**src/rtl/gzp_pkg.sv**
```systemverilog
// Package for the gzip header parser: phase and status codes, shared types
// and the helper that picks the next optional header section. No dependencies.
`default_nettype none

package gzp_pkg;

    localparam int unsigned LengthBitsDefault = 24;
    localparam int unsigned HeaderLengthWidth = 24;
    localparam int unsigned FixedBytes        = 10;

    localparam logic [7:0] MagicFirst    = 8'h1F;
    localparam logic [7:0] MagicSecond   = 8'h8B;
    localparam logic [7:0] MethodDeflate = 8'd8;
    localparam logic [7:0] ReservedMask  = 8'hE0;

    // Flag bits within the low five bits of the flag byte.
    localparam int unsigned FlagHcrcBit    = 1;
    localparam int unsigned FlagExtraBit   = 2;
    localparam int unsigned FlagNameBit    = 3;
    localparam int unsigned FlagCommentBit = 4;

    // Parse phases.
    localparam logic [3:0] PH_ID1      = 4'd0;
    localparam logic [3:0] PH_ID2      = 4'd1;
    localparam logic [3:0] PH_METHOD   = 4'd2;
    localparam logic [3:0] PH_FLAGS    = 4'd3;
    localparam logic [3:0] PH_FIXED    = 4'd4;
    localparam logic [3:0] PH_XLEN_LO  = 4'd5;
    localparam logic [3:0] PH_XLEN_HI  = 4'd6;
    localparam logic [3:0] PH_EXTRA    = 4'd7;
    localparam logic [3:0] PH_NAME     = 4'd8;
    localparam logic [3:0] PH_COMMENT  = 4'd9;
    localparam logic [3:0] PH_CRC_LO   = 4'd10;
    localparam logic [3:0] PH_CRC_HI   = 4'd11;
    localparam logic [3:0] PH_IDLE     = 4'd12;
    localparam logic [3:0] PH_COMPLETE = 4'd15;

    // Sections after which the next optional section is looked for.
    localparam logic [2:0] SEC_FIXED   = 3'd0;
    localparam logic [2:0] SEC_EXTRA   = 3'd1;
    localparam logic [2:0] SEC_NAME    = 3'd2;
    localparam logic [2:0] SEC_COMMENT = 3'd3;

    // Result status codes.
    localparam logic [2:0] ST_OK        = 3'd0;
    localparam logic [2:0] ST_BAD_MAGIC = 3'd1;
    localparam logic [2:0] ST_BAD_METH  = 3'd2;
    localparam logic [2:0] ST_TRUNC     = 3'd3;
    localparam logic [2:0] ST_OVERFLOW  = 3'd4;

    typedef struct packed {
        logic       valid;
        logic [7:0] data_byte;
        logic       last_byte;
    } t_step;

    typedef struct packed {
        logic                         valid;
        logic [2:0]                   status;
        logic [HeaderLengthWidth-1:0] header_length;
    } t_result;

    // First optional section still asked for by the flags after section sec.
    function automatic logic [3:0] next_section(input logic [4:0] flags,
                                                input logic [2:0] sec);
        logic [3:0] ph;
        ph = PH_COMPLETE;
        if (sec < SEC_COMMENT && flags[FlagHcrcBit]) begin
            ph = PH_CRC_LO;
        end
        if (sec == SEC_COMMENT && flags[FlagHcrcBit]) begin
            ph = PH_CRC_LO;
        end
        if (sec < SEC_COMMENT && flags[FlagCommentBit]) begin
            ph = PH_COMMENT;
        end
        if (sec < SEC_NAME && flags[FlagNameBit]) begin
            ph = PH_NAME;
        end
        if (sec < SEC_EXTRA && flags[FlagExtraBit]) begin
            ph = PH_XLEN_LO;
        end
        return ph;
    endfunction

endpackage

`default_nettype wire

```
**src/rtl/gzp_byte_if.sv**
```systemverilog
// Byte channel into the gzip header parser: valid/ready handshake with one
// buffer byte and its last mark per word. Depends on nothing.
`default_nettype none

interface gzp_byte_if;
    logic       valid;
    logic       ready;
    logic [7:0] data_byte;
    logic       last_byte;

    modport source (output valid, output data_byte, output last_byte, input ready);
    modport sink   (input valid, input data_byte, input last_byte, output ready);
endinterface

`default_nettype wire

```
**src/rtl/gzp_result_if.sv**
```systemverilog
// Result channel out of the gzip header parser: valid/ready handshake with a
// status and a header length per word. Depends on nothing.
`default_nettype none

interface gzp_result_if;
    logic        valid;
    logic        ready;
    logic [2:0]  status;
    logic [23:0] header_length;

    modport source (output valid, output status, output header_length, input ready);
    modport sink   (input valid, input status, input header_length, output ready);
endinterface

`default_nettype wire

```
**src/rtl/gzp_parse_core.sv**
```systemverilog
// Parse state of the gzip header parser and its one-byte update logic.
// Depends on gzp_pkg.
`default_nettype none

module gzp_parse_core #(
    parameter int unsigned LENGTH_BITS = gzp_pkg::LengthBitsDefault
) (
    input  wire logic            i_clk,
    input  wire logic            i_rst_n,
    input  wire gzp_pkg::t_step   i_step,
    output gzp_pkg::t_result      o_res
);
    import gzp_pkg::*;

    logic [3:0]             r_phase, n_phase;
    logic [LENGTH_BITS-1:0] r_count, n_count;
    logic [4:0]             r_flags, n_flags;
    logic [15:0]            r_extra_rem, n_extra_rem;
    logic [7:0]             r_extra_lo, n_extra_lo;

    logic [LENGTH_BITS-1:0]                   w_count_inc;
    logic [15:0]                              w_rem_dec;
    logic [LENGTH_BITS+HeaderLengthWidth-1:0] w_count_ext;
    logic [3:0]                               w_next;
    logic                                     w_go;
    t_result                                  w_res;

    assign w_count_inc = r_count + LENGTH_BITS'(1);
    assign w_rem_dec   = r_extra_rem - 16'd1;
    assign w_count_ext = {{HeaderLengthWidth{1'b0}}, w_count_inc};

    always_comb begin
        n_phase     = r_phase;
        n_count     = r_count;
        n_flags     = r_flags;
        n_extra_rem = r_extra_rem;
        n_extra_lo  = r_extra_lo;
        w_next      = PH_COMPLETE;
        w_go        = 1'b0;
        w_res       = '0;
        w_res.status = ST_OK;

        if (r_phase != PH_IDLE) begin
            if (r_count == {LENGTH_BITS{1'b1}}) begin
                w_res.valid  = 1'b1;
                w_res.status = ST_OVERFLOW;
            end else begin
                n_count = w_count_inc;
                case (r_phase)
                    PH_ID1: begin
                        if (i_step.data_byte != MagicFirst) begin
                            w_res.valid  = 1'b1;
                            w_res.status = ST_BAD_MAGIC;
                        end else begin
                            n_phase = PH_ID2;
                        end
                    end
                    PH_ID2: begin
                        if (i_step.data_byte != MagicSecond) begin
                            w_res.valid  = 1'b1;
                            w_res.status = ST_BAD_MAGIC;
                        end else begin
                            n_phase = PH_METHOD;
                        end
                    end
                    PH_METHOD: begin
                        if (i_step.data_byte != MethodDeflate) begin
                            w_res.valid  = 1'b1;
                            w_res.status = ST_BAD_METH;
                        end else begin
                            n_phase = PH_FLAGS;
                        end
                    end
                    PH_FLAGS: begin
                        if ((i_step.data_byte & ReservedMask) != 8'd0) begin
                            w_res.valid  = 1'b1;
                            w_res.status = ST_BAD_METH;
                        end else begin
                            n_flags = i_step.data_byte[4:0];
                            n_phase = PH_FIXED;
                        end
                    end
                    PH_FIXED: begin
                        if (w_count_inc >= LENGTH_BITS'(FixedBytes)) begin
                            w_next = next_section(r_flags, SEC_FIXED);
                            w_go   = 1'b1;
                        end
                    end
                    PH_XLEN_LO: begin
                        n_extra_lo = i_step.data_byte;
                        n_phase    = PH_XLEN_HI;
                    end
                    PH_XLEN_HI: begin
                        n_extra_rem = {i_step.data_byte, r_extra_lo};
                        if ({i_step.data_byte, r_extra_lo} == 16'd0) begin
                            w_next = next_section(r_flags, SEC_EXTRA);
                            w_go   = 1'b1;
                        end else begin
                            n_phase = PH_EXTRA;
                        end
                    end
                    PH_EXTRA: begin
                        n_extra_rem = w_rem_dec;
                        if (w_rem_dec == 16'd0) begin
                            w_next = next_section(r_flags, SEC_EXTRA);
                            w_go   = 1'b1;
                        end
                    end
                    PH_NAME: begin
                        if (i_step.data_byte == 8'd0) begin
                            w_next = next_section(r_flags, SEC_NAME);
                            w_go   = 1'b1;
                        end
                    end
                    PH_COMMENT: begin
                        if (i_step.data_byte == 8'd0) begin
                            w_next = next_section(r_flags, SEC_COMMENT);
                            w_go   = 1'b1;
                        end
                    end
                    PH_CRC_LO: begin
                        n_phase = PH_CRC_HI;
                    end
                    PH_CRC_HI: begin
                        w_next = PH_COMPLETE;
                        w_go   = 1'b1;
                    end
                    default: begin
                        n_phase = PH_IDLE;
                    end
                endcase

                if (w_go) begin
                    if (w_next == PH_COMPLETE) begin
                        w_res.valid         = 1'b1;
                        w_res.status        = ST_OK;
                        w_res.header_length = w_count_ext[HeaderLengthWidth-1:0];
                    end else begin
                        n_phase = w_next;
                    end
                end
            end
            if (w_res.valid) begin
                n_phase = PH_IDLE;
            end
        end

        // The last byte closes the buffer: a header still open is truncated,
        // and the whole parse state rearms for the next buffer.
        if (i_step.last_byte) begin
            if (n_phase != PH_IDLE) begin
                w_res.valid         = 1'b1;
                w_res.status        = ST_TRUNC;
                w_res.header_length = '0;
            end
            n_phase     = PH_ID1;
            n_count     = '0;
            n_flags     = '0;
            n_extra_rem = '0;
            n_extra_lo  = '0;
        end

        o_res       = w_res;
        o_res.valid = w_res.valid & i_step.valid;
    end

    always_ff @(posedge i_clk) begin
        if (!i_rst_n) begin
            r_phase     <= PH_ID1;
            r_count     <= '0;
            r_flags     <= '0;
            r_extra_rem <= '0;
            r_extra_lo  <= '0;
        end else if (i_step.valid) begin
            r_phase     <= n_phase;
            r_count     <= n_count;
            r_flags     <= n_flags;
            r_extra_rem <= n_extra_rem;
            r_extra_lo  <= n_extra_lo;
        end
    end

    // While skipping the extra field at least one byte is always left.
    a_extra_nonzero: assert property (@(posedge i_clk) disable iff (!i_rst_n)
        r_phase == PH_EXTRA |-> r_extra_rem != 16'd0)
        else $error("extra field phase with nothing left to skip");

    // Before the flag byte has been taken the stored flags are still clear.
    a_flags_clear: assert property (@(posedge i_clk) disable iff (!i_rst_n)
        (r_phase == PH_ID1 || r_phase == PH_ID2 || r_phase == PH_METHOD ||
         r_phase == PH_FLAGS) |-> r_flags == 5'd0)
        else $error("flags held before the flag byte");

    // After a result the parser either idles or has rearmed on a last byte.
    a_idle_after_result: assert property (@(posedge i_clk) disable iff (!i_rst_n)
        o_res.valid |=> (r_phase == PH_IDLE || r_phase == PH_ID1))
        else $error("parser still active after giving a result");

endmodule

`default_nettype wire

```
**src/rtl/gzip_header_parser_unit.sv**
```systemverilog
// Top level of the gzip header parser: input word register, parse core and
// result register. Depends on gzp_pkg, gzp_byte_if, gzp_result_if, gzp_parse_core.
//
// Use: buffer bytes arrive on i_byte, one byte per word, in order, with
// last_byte set on the final byte of each buffer. The block parses one
// gzip member header per buffer and gives at most one word on o_result:
// the status (ok, bad magic, bad method or reserved flag, truncated, length
// overflow) and the header length, which is zero on any failure. The word
// appears as soon as the header is complete or has failed; the bytes that
// follow up to the last mark are swallowed without a result, and the block
// then rearms for the next buffer. A buffer that ends inside the header
// gives a truncated status on its last byte.
// Throughput is one byte per cycle while results are taken. A byte is
// registered on acceptance and is parsed once the output register has room,
// and the result it causes is registered there before it shows on o_result.
// Reset (synchronous, active low) empties both registers and sets the
// parser to expect the first magic byte of a fresh buffer.
// When the receiver stalls, the result stays in the output register; the
// next byte is still taken into the input register and waits there, and
// i_byte.ready drops only while both registers are held.
`default_nettype none

module gzip_header_parser_unit #(
    parameter int unsigned LENGTH_BITS = gzp_pkg::LengthBitsDefault
) (
    input  wire logic    i_clk,
    input  wire logic    i_rst_n,
    gzp_byte_if.sink     i_byte,
    gzp_result_if.source o_result
);
    import gzp_pkg::*;

    logic       r_in_valid;
    logic [7:0] r_in_byte;
    logic       r_in_last;

    logic                         r_out_valid;
    logic [2:0]                   r_out_status;
    logic [HeaderLengthWidth-1:0] r_out_length;

    logic    w_advance;
    t_step   w_step;
    t_result w_res;

    // The held byte is parsed once there is room for a possible result.
    assign w_advance    = r_in_valid & (~r_out_valid | o_result.ready);
    assign i_byte.ready = ~r_in_valid | w_advance;

    assign w_step.valid     = w_advance;
    assign w_step.data_byte = r_in_byte;
    assign w_step.last_byte = r_in_last;

    gzp_parse_core #(
        .LENGTH_BITS (LENGTH_BITS)
    ) u_core (
        .i_clk   (i_clk),
        .i_rst_n (i_rst_n),
        .i_step  (w_step),
        .o_res   (w_res)
    );

    always_ff @(posedge i_clk) begin
        if (!i_rst_n) begin
            r_in_valid <= 1'b0;
        end else if (i_byte.valid && i_byte.ready) begin
            r_in_valid <= 1'b1;
        end else if (w_advance) begin
            r_in_valid <= 1'b0;
        end
    end

    always_ff @(posedge i_clk) begin
        if (i_byte.valid && i_byte.ready) begin
            r_in_byte <= i_byte.data_byte;
            r_in_last <= i_byte.last_byte;
        end
    end

    always_ff @(posedge i_clk) begin
        if (!i_rst_n) begin
            r_out_valid <= 1'b0;
        end else if (w_res.valid) begin
            r_out_valid <= 1'b1;
        end else if (o_result.ready) begin
            r_out_valid <= 1'b0;
        end
    end

    always_ff @(posedge i_clk) begin
        if (w_res.valid) begin
            r_out_status <= w_res.status;
            r_out_length <= w_res.header_length;
        end
    end

    assign o_result.valid         = r_out_valid;
    assign o_result.status        = r_out_status;
    assign o_result.header_length = r_out_length;

    // A byte that cannot be parsed yet stays in the input register unchanged.
    a_in_hold: assert property (@(posedge i_clk) disable iff (!i_rst_n)
        r_in_valid && !w_advance |=> r_in_valid && $stable(r_in_byte) && $stable(r_in_last))
        else $error("held input word lost or changed");

    // A complete header is never shorter than the fixed part.
    a_ok_length: assert property (@(posedge i_clk) disable iff (!i_rst_n)
        r_out_valid && r_out_status == ST_OK |-> r_out_length >= HeaderLengthWidth'(FixedBytes))
        else $error("ok result with a header shorter than the fixed part");

    // Every failure carries a zero length.
    a_fail_length: assert property (@(posedge i_clk) disable iff (!i_rst_n)
        r_out_valid && r_out_status != ST_OK |-> r_out_length == '0)
        else $error("failure result with a nonzero length");

    // No new result may be produced while an untaken one is still held.
    a_no_overwrite: assert property (@(posedge i_clk) disable iff (!i_rst_n)
        r_out_valid && !o_result.ready |-> !w_res.valid)
        else $error("result register overwritten while stalled");

endmodule

`default_nettype wire

```
**src/flat_wrapper.sv**
```systemverilog
// flat-port wrapper written by rule: the top's interface ports become plain ports
module gzip_header_parser_unit_flat import gzp_pkg::*;
#(
    parameter int unsigned LENGTH_BITS = gzp_pkg::LengthBitsDefault
)
  (i_clk, i_rst_n, i_byte_valid, i_byte_data_byte, i_byte_last_byte, i_byte_ready, o_result_valid, o_result_status, o_result_header_length, o_result_ready);
  gzp_byte_if i_byte_i ();
  gzp_result_if o_result_i ();
  input  wire logic i_clk;
  input  wire logic i_rst_n;
  input wire logic [$bits(i_byte_i.valid)-1:0] i_byte_valid;
  input wire logic [$bits(i_byte_i.data_byte)-1:0] i_byte_data_byte;
  input wire logic [$bits(i_byte_i.last_byte)-1:0] i_byte_last_byte;
  output wire logic [$bits(i_byte_i.ready)-1:0] i_byte_ready;
  output wire logic [$bits(o_result_i.valid)-1:0] o_result_valid;
  output wire logic [$bits(o_result_i.status)-1:0] o_result_status;
  output wire logic [$bits(o_result_i.header_length)-1:0] o_result_header_length;
  input wire logic [$bits(o_result_i.ready)-1:0] o_result_ready;
  assign i_byte_i.valid = i_byte_valid;
  assign i_byte_i.data_byte = i_byte_data_byte;
  assign i_byte_i.last_byte = i_byte_last_byte;
  assign i_byte_ready = i_byte_i.ready;
  assign o_result_valid = o_result_i.valid;
  assign o_result_status = o_result_i.status;
  assign o_result_header_length = o_result_i.header_length;
  assign o_result_i.ready = o_result_ready;
  gzip_header_parser_unit #(.LENGTH_BITS(LENGTH_BITS)) u_core (.i_clk(i_clk), .i_rst_n(i_rst_n), .i_byte(i_byte_i), .o_result(o_result_i));
endmodule
```
**config.mk**
```make
export PLATFORM = sky130hd
export DESIGN_NAME = gzip_header_parser_unit_flat
export DESIGN_NICKNAME = d
export VERILOG_FILES = /design/src/rtl/gzp_pkg.sv /design/src/rtl/gzp_byte_if.sv /design/src/rtl/gzp_result_if.sv /design/src/rtl/gzp_parse_core.sv /design/src/rtl/gzip_header_parser_unit.sv /design/src/flat_wrapper.sv
export SDC_FILE = /design/constraint.sdc
export NUM_CORES = 1
export LEC_CHECK = 0
export ABC_CLOCK_PERIOD_IN_PS = 13900
export BUFFER_PORTS_ARGS = -buffer_cell sky130_fd_sc_hd__buf_4
export CAP_MARGIN = 20
export CORE_MARGIN = 2
export CORE_UTILIZATION = 60
export CTS_BUF_LIST = sky130_fd_sc_hd__clkbuf_2
export CTS_CLUSTER_DIAMETER = 150
export DETAILED_ROUTE_END_ITERATION = 8
export PLACE_DENSITY = 0.79
export SETUP_SLACK_MARGIN = 0.05
export SYNTH_ARGS = -nofsm -noshare
export SYNTH_HDL_FRONTEND = slang
export SYNTH_SLANG_ARGS = --single-unit
```
**constraint.sdc**
```tcl
create_clock -name i_clk -period 13.9 [get_ports i_clk]
set_input_delay 0 -clock i_clk [delete_from_list [all_inputs] [get_ports i_clk]]
set_output_delay 0 -clock i_clk [all_outputs]
set_load 0.02 [all_outputs]
```
# ---- Word level (Yosys, flattened, before mapping)
# Index checks and enable logic that the tools add are counted.
# Widths: inputs -> output; s select.
dict set report word_totals {
  reg_bits 95
  input_bits 13
  wordCells 122
}
dict set report classes {
  addsub 2
  magnitude_cmp 1
  n_eq_ne 20
  muxes 64
  bitwise_logic 6
  n_reduce_logical 18
}
# operator n
set op_table {}
lappend op_table {{$mux 28} 5}
lappend op_table {{$mux 4} 27}
lappend op_table {{$mux 24} 4}
lappend op_table {{$mux 16} 3}
lappend op_table {{$logic_not 16->1} 2}
lappend op_table {{$mux 8} 4}
lappend op_table {{$pmux 16 s2} 1}
lappend op_table {{$pmux 4 s8} 1}
lappend op_table {{$mux 5} 5}
lappend op_table {{$add 24x1->24 const B} 1}
lappend op_table {{$eq 24x24->1 const B} 1}
lappend op_table {{$ge 24x4->1 const B} 1}
lappend op_table {{$eq 4x4->1 const B} 5}
lappend op_table {{$pmux 4 s5} 1}
lappend op_table {{$eq 4x3->1 const B} 4}
lappend op_table {{$pmux 4 s4} 1}
lappend op_table {{$sub 16x1->16 const B} 1}
lappend op_table {{$mux 1} 10}
lappend op_table {{$reduce_bool 2->1} 5}
lappend op_table {{$eq 4x2->1 const B} 2}
lappend op_table {{$logic_not 8->1} 1}
lappend op_table {{$ne 4x4->1 const B} 2}
lappend op_table {{$ne 8x4->1 const B} 1}
lappend op_table {{$ne 8x5->1 const B} 1}
lappend op_table {{other kinds (17)} 22}

# ---- Logic depth before layout (Yosys ltp)
dict set report logic_depth {
  depth_word 20
  ltp_mapped 14
}

# ---- Modules after synthesis
# From an unflattened synthesis, not the netlist that was laid out.
dict set report hier_totals {
  cells_unflattened 703
  area_unflattened_um2 5838.1
}
# module n_inst cells_per_inst area_each_um2 seq_area_each_um2
set modules_own_cells {}
lappend modules_own_cells {gzp_parse_core 1 658 4653.2 1121.1}
lappend modules_own_cells {gzip_header_parser_unit 1 45 1184.9 1121.1}

# ---- Worst setup path before layout
# Ideal clock, no wire load.
dict set report synth_timing {
  path_kind {register to register}
  from {register u_core.u_core.r_count[0]}
  to {register u_core.r_out_length[0], in the netlist u_core.o_result.header_length[0] (enable)}
  arrival_time_ps 4605
  slack_ps 8875
  path_stages_with_launch 13
  path_buffers 1
  cell_sequence {dfxtp_1 ha_1 and3_1 buf_6 or4_1 a222oi_1 o2111ai_1 or4_1 or4b_4 o21ai_2 a2bb2oi_2 o41ai_4 a21oi_1}
}
# item line_no
set synth_rtl {}
lappend synth_rtl {{start, declared} gzp_parse_core.sv:16} ;# logic [LENGTH_BITS-1:0] r_count, n_count;
lappend synth_rtl {{start signal, assigned} gzp_parse_core.sv:176} ;# r_count <= n_count;
lappend synth_rtl {{end signal, assigned} gzip_header_parser_unit.sv:92} ;# r_out_length <= w_res.header_length;
lappend synth_rtl {{end, declared} gzip_header_parser_unit.sv:39} ;# logic [HeaderLengthWidth-1:0] r_out_length;

# ---- Worst setup path in the final report
dict set report layout_timing {
  from {register u_core.u_core.r_count[0]}
  to {register u_core.r_out_valid, in the netlist u_core.o_result.valid}
}
dict set report layout_between {
  elab_chain_len 18
}
# item line_no
set layout_rtl {}
lappend layout_rtl {{$add 24x1->24} gzp_parse_core.sv:28} ;# assign w_count_inc = r_count + LENGTH_BITS'(1);
lappend layout_rtl {{$ge 24x4->1} gzp_parse_core.sv:84} ;# if (w_count_inc >= LENGTH_BITS'(FixedBytes)) begin
lappend layout_rtl {{$mux 4} gzp_parse_core.sv:84}
lappend layout_rtl {{$pmux 4 s5} gzp_parse_core.sv:49} ;# case (r_phase)
lappend layout_rtl {{$mux 4} gzp_parse_core.sv:44} ;# if (r_count == {LENGTH_BITS{1'b1}}) begin
lappend layout_rtl {{$mux 4} gzp_parse_core.sv:43} ;# if (r_phase != PH_IDLE) begin
lappend layout_rtl {{$eq 4x4->1} gzp_parse_core.sv:134} ;# if (w_next == PH_COMPLETE) begin
lappend layout_rtl {{$mux 28} gzp_parse_core.sv:134}
lappend layout_rtl {{[2 not listed]} n/a}
lappend layout_rtl {{$mux 4} gzp_parse_core.sv:43}
lappend layout_rtl {{$mux 4} gzp_parse_core.sv:143} ;# if (w_res.valid) begin
lappend layout_rtl {{$mux 4} gzp_parse_core.sv:43}
lappend layout_rtl {{$ne 4x4->1} gzp_parse_core.sv:151} ;# if (n_phase != PH_IDLE) begin
lappend layout_rtl {{$mux 28} gzp_parse_core.sv:151}
lappend layout_rtl {{$mux 28 (*)} gzp_parse_core.sv:150} ;# if (i_step.last_byte) begin
lappend layout_rtl {{$and 1x1->1 (*)} gzp_parse_core.sv:164} ;# o_res.valid = w_res.valid & i_step.valid;
lappend layout_rtl {{$mux 1 / $reduce_bool 2->1 (equally long branches)} n/a}
lappend layout_rtl {{end signal, assigned} gzip_header_parser_unit.sv:81} ;# r_out_valid <= 1'b0;
lappend layout_rtl {{end signal, assigned} gzip_header_parser_unit.sv:83} ;# r_out_valid <= 1'b1;
lappend layout_rtl {{end signal, assigned} gzip_header_parser_unit.sv:85} ;# r_out_valid <= 1'b0;
lappend layout_rtl {{end, declared} gzip_header_parser_unit.sv:37} ;# logic r_out_valid;
# Every way passes the cells marked *; elsewhere a longest branch is shown, timed or not. The select of a mux whose other input is x is not followed.
# A chain may end at the register's enable or synchronous reset.

==> metrics.txt <==
# TYPE chip_impl_metric gauge
chip_impl_info{name="outcome",value="complete, no violations"} 1
chip_impl_metric{name="wire_length_of_the_first_global_routing_pass",unit="um"} 23100
chip_impl_metric{name="grt.total_usage",unit=""} 0.280
chip_impl_metric{name="floorplan.initialDensity",unit=""} 0.619
chip_impl_metric{name="totalNegativeSetupSlack",unit="ps"} 0
chip_impl_metric{name="placedCellCount",unit=""} 821
chip_impl_metric{name="crit_path_cell_count",unit=""} 12
chip_impl_metric{name="number_of_rows_created_at_floorplan",unit=""} 35
chip_impl_info{name="grt_setup_unrepaired",value="false"} 1
chip_impl_metric{name="num-nets-final",unit=""} 736
chip_impl_metric{name="horizontal_die_dimension",unit="um"} 102
chip_impl_metric{name="seq_area",unit="sq um"} 2240
chip_impl_info{name="end_kind",value="flip-flop"} 1
chip_impl_metric{name="core_footprint",unit="sq um"} 9240
chip_impl_metric{name="max_freq",unit="MHz"} 215
chip_impl_metric{name="timing_hold_violations_final",unit=""} 0
chip_impl_info{name="cts_root_buf",value="sky130_fd_sc_hd__clkbuf_2"} 1
chip_impl_metric{name="detailed_place_hpwl",unit="um"} 9530
chip_impl_metric{name="route.vias.total",unit=""} 5284
chip_impl_metric{name="die-height",unit="um"} 102
chip_impl_metric{name="tightestPinTransition",unit="ps"} 1040
chip_impl_metric{name="yosysTopAreaCellShare",unit=""} 0.203
chip_impl_metric{name="hold-path-cell-count",unit=""} 2
chip_impl_info{name="hold_path_end",value="u_core.r_in_byte[4]"} 1
chip_impl_metric{name="drc",unit=""} 0
chip_impl_info{name="start_kind",value="flip-flop"} 1
chip_impl_metric{name="drt-pass1-iter-count",unit=""} 5
chip_impl_info{name="worstReg2RegStart",value="u_core.u_core.r_count[0]"} 1
chip_impl_info{name="worstHoldPathType",value="input pin to flip-flop"} 1
chip_impl_info{name="path_delay_family",value="simple AND/OR/NAND/NOR gates"} 1
chip_impl_metric{name="finalWorstSetupSlack",unit="ps"} 9240
chip_impl_metric{name="io_buffers",unit=""} 41
chip_impl_metric{name="netSwitchingFraction",unit=""} 0.281
chip_impl_metric{name="drt-total-wl",unit="um"} 13900
chip_impl_info{name="critical_path.slowest_cell",value="sky130_fd_sc_hd__or4_1"} 1
chip_impl_metric{name="critical_path.max_stage_delay",unit="ps"} 600
chip_impl_metric{name="synth_area_per_cell",unit="sq um"} 8.18
chip_impl_metric{name="worstPathRequired",unit="ps"} 14390
chip_impl_metric{name="htree_num_levels",unit=""} 3
chip_impl_metric{name="final-max-slew-violation-count",unit=""} 0
chip_impl_info{name="worst_path_cell_trace",value="ha_1 > nand3_1 > nor4_1 > xnor2_1 > nand2_1 > or4_1 > or4b_4 > nand2_4 > o22ai_4 > o41ai_4 > a31oi_1 > dlygate4sd3_1"} 1
chip_impl_metric{name="crit_buf_inv",unit=""} 1
chip_impl_metric{name="place_worst_setup_slack",unit="ps"} 9570
chip_impl_metric{name="grt_pass1_vias",unit=""} 4789
chip_impl_metric{name="synthArstFlopShare",unit=""} 0
chip_impl_metric{name="cts_num_sinks",unit=""} 94
chip_impl_metric{name="gp_congestion",unit=""} 0.986
chip_impl_metric{name="detailedRoute.firstIterationViolations",unit=""} 383
chip_impl_metric{name="post_synthesis_cell_type_count",unit=""} 67
chip_impl_metric{name="vias_per_cell",unit=""} 6.19
chip_impl_metric{name="largest_net_degree_at_the_start_of_global_routing",unit=""} 59
chip_impl_metric{name="syn-num-nets",unit=""} 716
chip_impl_info{name="yosys_most_used_dff",value="sky130_fd_sc_hd__dfxtp_1"} 1
chip_impl_metric{name="final_layout_size_suffix_gt1_frac",unit=""} 0.105
chip_impl_metric{name="grt_overflow_total",unit=""} 0
chip_impl_metric{name="setup-violations-final",unit=""} 0
chip_impl_metric{name="crit_path_max_fanout",unit=""} 10
chip_impl_metric{name="power_frac_clock",unit=""} 0.255
chip_impl_metric{name="syn_area",unit="sq um"} 5720
chip_impl_metric{name="routed_len_inst",unit="um"} 16.3
chip_impl_metric{name="maxSlewHeadroom",unit=""} 0.306
chip_impl_metric{name="power.share.combinational",unit=""} 0.114
chip_impl_info{name="synthDominantAreaCellType",value="sky130_fd_sc_hd__dfxtp_1"} 1
chip_impl_metric{name="antenna_cells",unit=""} 0
chip_impl_metric{name="design.die.area",unit="sq um"} 10300
chip_impl_metric{name="p_sw",unit="mW"} 0.133
chip_impl_metric{name="filler_cell_count",unit=""} 764
chip_impl_metric{name="placed_area",unit="sq um"} 5990
chip_impl_metric{name="p_int",unit="mW"} 0.340
chip_impl_metric{name="clk_latency",unit="ps"} 580
chip_impl_metric{name="power-per-cell-area",unit="nW/um^2"} 75.8
chip_impl_metric{name="tcrit_tclk_final",unit=""} 0.335
chip_impl_metric{name="seq_power_share",unit=""} 0.631
chip_impl_info{name="holdCritStartpoint",value="i_byte_data_byte[4]"} 1
chip_impl_metric{name="p_leak",unit="nW"} 2.14
chip_impl_metric{name="syn2layout_area_growth",unit="%"} 9.21
chip_impl_metric{name="pin_count",unit=""} 42
chip_impl_info{name="r2r_end",value="u_core.o_result.valid"} 1
chip_impl_metric{name="multi_input_comb_area",unit="sq um"} 3220
chip_impl_metric{name="synth.yosys.seq_area_share",unit=""} 0.392
chip_impl_info{name="cts_tree",value="built"} 1
chip_impl_info{name="critPathKind",value="flip-flop to flip-flop"} 1
chip_impl_metric{name="synth-seq-cells",unit=""} 94
chip_impl_metric{name="finalCriticalPeriod",unit="ps"} 4660
chip_impl_metric{name="finish.instance_area",unit="sq um"} 6240
chip_impl_metric{name="reg2regPathDepth",unit=""} 12
chip_impl_metric{name="critical_path_arrival",unit="ps"} 5150
chip_impl_info{name="biggest_area_contributors_in_the_synthesized_netlist",value="sky130_fd_sc_hd__dfxtp_1 20%, sky130_fd_sc_hd__edfxtp_1 19%, sky130_fd_sc_hd__nor2_1 5.4%"} 1
chip_impl_metric{name="clock_path_buffers",unit=""} 2
chip_impl_metric{name="power.ir.vdd_worst",unit="uV"} 44.3
chip_impl_metric{name="worst-r2r-setup-slack",unit="ps"} 9240
chip_impl_metric{name="worst_setup_hold_path_clk_slew",unit="ps"} 250
chip_impl_metric{name="tritoncts_buffers",unit=""} 9
chip_impl_metric{name="total_of_cells_resized_after_clock_tree_synthesis",unit=""} 0
chip_impl_metric{name="instances_no_fill",unit=""} 853
chip_impl_metric{name="maxCapViolations",unit=""} 0
chip_impl_metric{name="grt_antenna_before_repair",unit=""} 0
chip_impl_metric{name="clock-skew-final",unit="ps"} 21.0
chip_impl_metric{name="final_core_util",unit=""} 0.676
chip_impl_metric{name="ys.warnings.count",unit=""} 0
chip_impl_metric{name="drtAntennaViolNets",unit=""} 0
chip_impl_metric{name="synth_edf_count",unit=""} 36
chip_impl_metric{name="synth_cells",unit=""} 699
## cell type report
cell class,instances,share of cell area
tap,129,0.0258
multi-input combinational,544,0.516
clock buffer,10,0.00801
sequential,94,0.359
clock inverter,6,0.00741
timing repair buffer,60,0.0781
inverter,10,0.00601
## kinds of logic (layout without fill, tap and decap cells)
family,after synthesis,after routing,share of synthesized area
DFF,94,94,0.392
AOI/OAI and AO/OA,162,162,0.184
xor gates and xnor gates,32,32,0.0490
adders and majority gates,4,4,0.00875
and+or+nand+nor,343,343,0.315
muxes,3,3,0.00547
buffers and inverters,61,86,0.0455
## stage by stage
step / hold slack, ps / total power [mW]
2_1_floorplan: 98.9 / 0.338
3_3_place_gp: 178 / 0.353
3_5_place_dp: 179 / 0.354
4_1_cts: 95.5 / 0.476
5_1_grt: 71.9 / 0.492
6_report: 115 / 0.473
## synth_stat cells (3+ instances only)
cell,count
sky130_fd_sc_hd__a2111oi_0,6
sky130_fd_sc_hd__a211o_1,3
sky130_fd_sc_hd__a211oi_1,6
sky130_fd_sc_hd__a21boi_0,6
sky130_fd_sc_hd__a21oi_1,49
sky130_fd_sc_hd__a22oi_1,5
sky130_fd_sc_hd__a31oi_1,4
sky130_fd_sc_hd__a32oi_1,5
sky130_fd_sc_hd__and2_1,22
sky130_fd_sc_hd__and3_1,8
sky130_fd_sc_hd__and4_1,5
sky130_fd_sc_hd__buf_2,5
sky130_fd_sc_hd__clkbuf_1,38
sky130_fd_sc_hd__dfxtp_1,58
sky130_fd_sc_hd__edfxtp_1,36
sky130_fd_sc_hd__ha_1,4
sky130_fd_sc_hd__inv_1,10
sky130_fd_sc_hd__nand2_1,63
sky130_fd_sc_hd__nand2b_1,8
sky130_fd_sc_hd__nand3_1,18
sky130_fd_sc_hd__nand4_1,5
sky130_fd_sc_hd__nor2_1,83
sky130_fd_sc_hd__nor2b_1,34
sky130_fd_sc_hd__nor3_1,32
sky130_fd_sc_hd__nor3b_1,19
sky130_fd_sc_hd__nor4_1,15
sky130_fd_sc_hd__o21ai_0,42
sky130_fd_sc_hd__o21ai_1,4
sky130_fd_sc_hd__o22ai_1,4
sky130_fd_sc_hd__o31ai_1,7
sky130_fd_sc_hd__or2_2,5
sky130_fd_sc_hd__or3_1,10
sky130_fd_sc_hd__or4_1,5
sky130_fd_sc_hd__xnor2_1,22
sky130_fd_sc_hd__xor2_1,10
## power groups by stage
stage / sequential (mW) / combinational [mW] / clock (mW)
2_1_floorplan: 0.305 / 0.0329 / 0
3_3_place_gp: 0.304 / 0.0486 / 0
3_5_place_dp: 0.304 / 0.0497 / 0
4_1_cts: 0.299 / 0.0533 / 0.124
5_1_grt: 0.300 / 0.0590 / 0.133
6_report: 0.299 / 0.0539 / 0.121
## cells in the final DEF (no fill, tap or decap), drive strengths merged, types with 5 or more instances in the layout
cell type	count
nor2b	34
nor3	32
nor3b	19
inv	11
dlygate4sd3	15
or3	10
o22ai	5
nand3	18
a21boi	6
o21ai	47
xnor2	22
a32oi	5
and3	8
clkbuf	10
edfxtp	36
nand4	6
or2	5
dfxtp	58
o31ai	7
or4	5
a2111oi	7
nor2	83
a22oi	5
a211oi	6
xor2	10
a21oi	49
nand2b	8
and4	5
buf	45
and2	22
nand2	64
nor4	15
## repair_timing
action / 4_1_cts / 5_1_grt
hold buffers: 15 / 0
endpoints found under the hold margin: 76 / 0
setup buffers: 0 / 0
## routing by layer
metal | vias to the layer above | global-route usage | part of all wire
li1 | 2548 | - | -
met1 | 2490 | 0.363 | 0.42
met2 | 222 | 0.474 | 0.49
met3 | 24 | 0.0449 | 0.061
met4 | 0 | 0.0977 | 0.022
met5 | - | 0 | 0
## worst max path at each step
stage	slack, ps	from	end
after global routing	9010	u_core.u_core.r_count[0]	u_core.o_result.valid
after global placement	9710	u_core.u_core.r_count[0]	u_core.o_result.header_length[20]
after floorplan	8880	u_core.u_core.r_count[0]	u_core.o_result.header_length[0]
final	9240	u_core.u_core.r_count[0]	u_core.o_result.valid
after CTS	9310	u_core.u_core.r_count[0]	u_core.o_result.valid
after detailed placement	9570	u_core.u_core.r_count[0]	u_core.o_result.header_length[20]
## sequential cells by signal, indices dropped and copies added (netlist names)
register	cells
u_core.u_core.r_count	24
u_core.o_result.status	3
u_core.r_in_last	1
u_core.o_result.header_length	24
u_core.u_core.r_phase	4
u_core.r_in_valid	1
u_core.o_result.valid	1
u_core.r_in_byte	8
u_core.u_core.r_flags	4
u_core.u_core.r_extra_lo	8
u_core.u_core.r_extra_rem	16
Note: power is estimated with default switching activity, not from simulation.
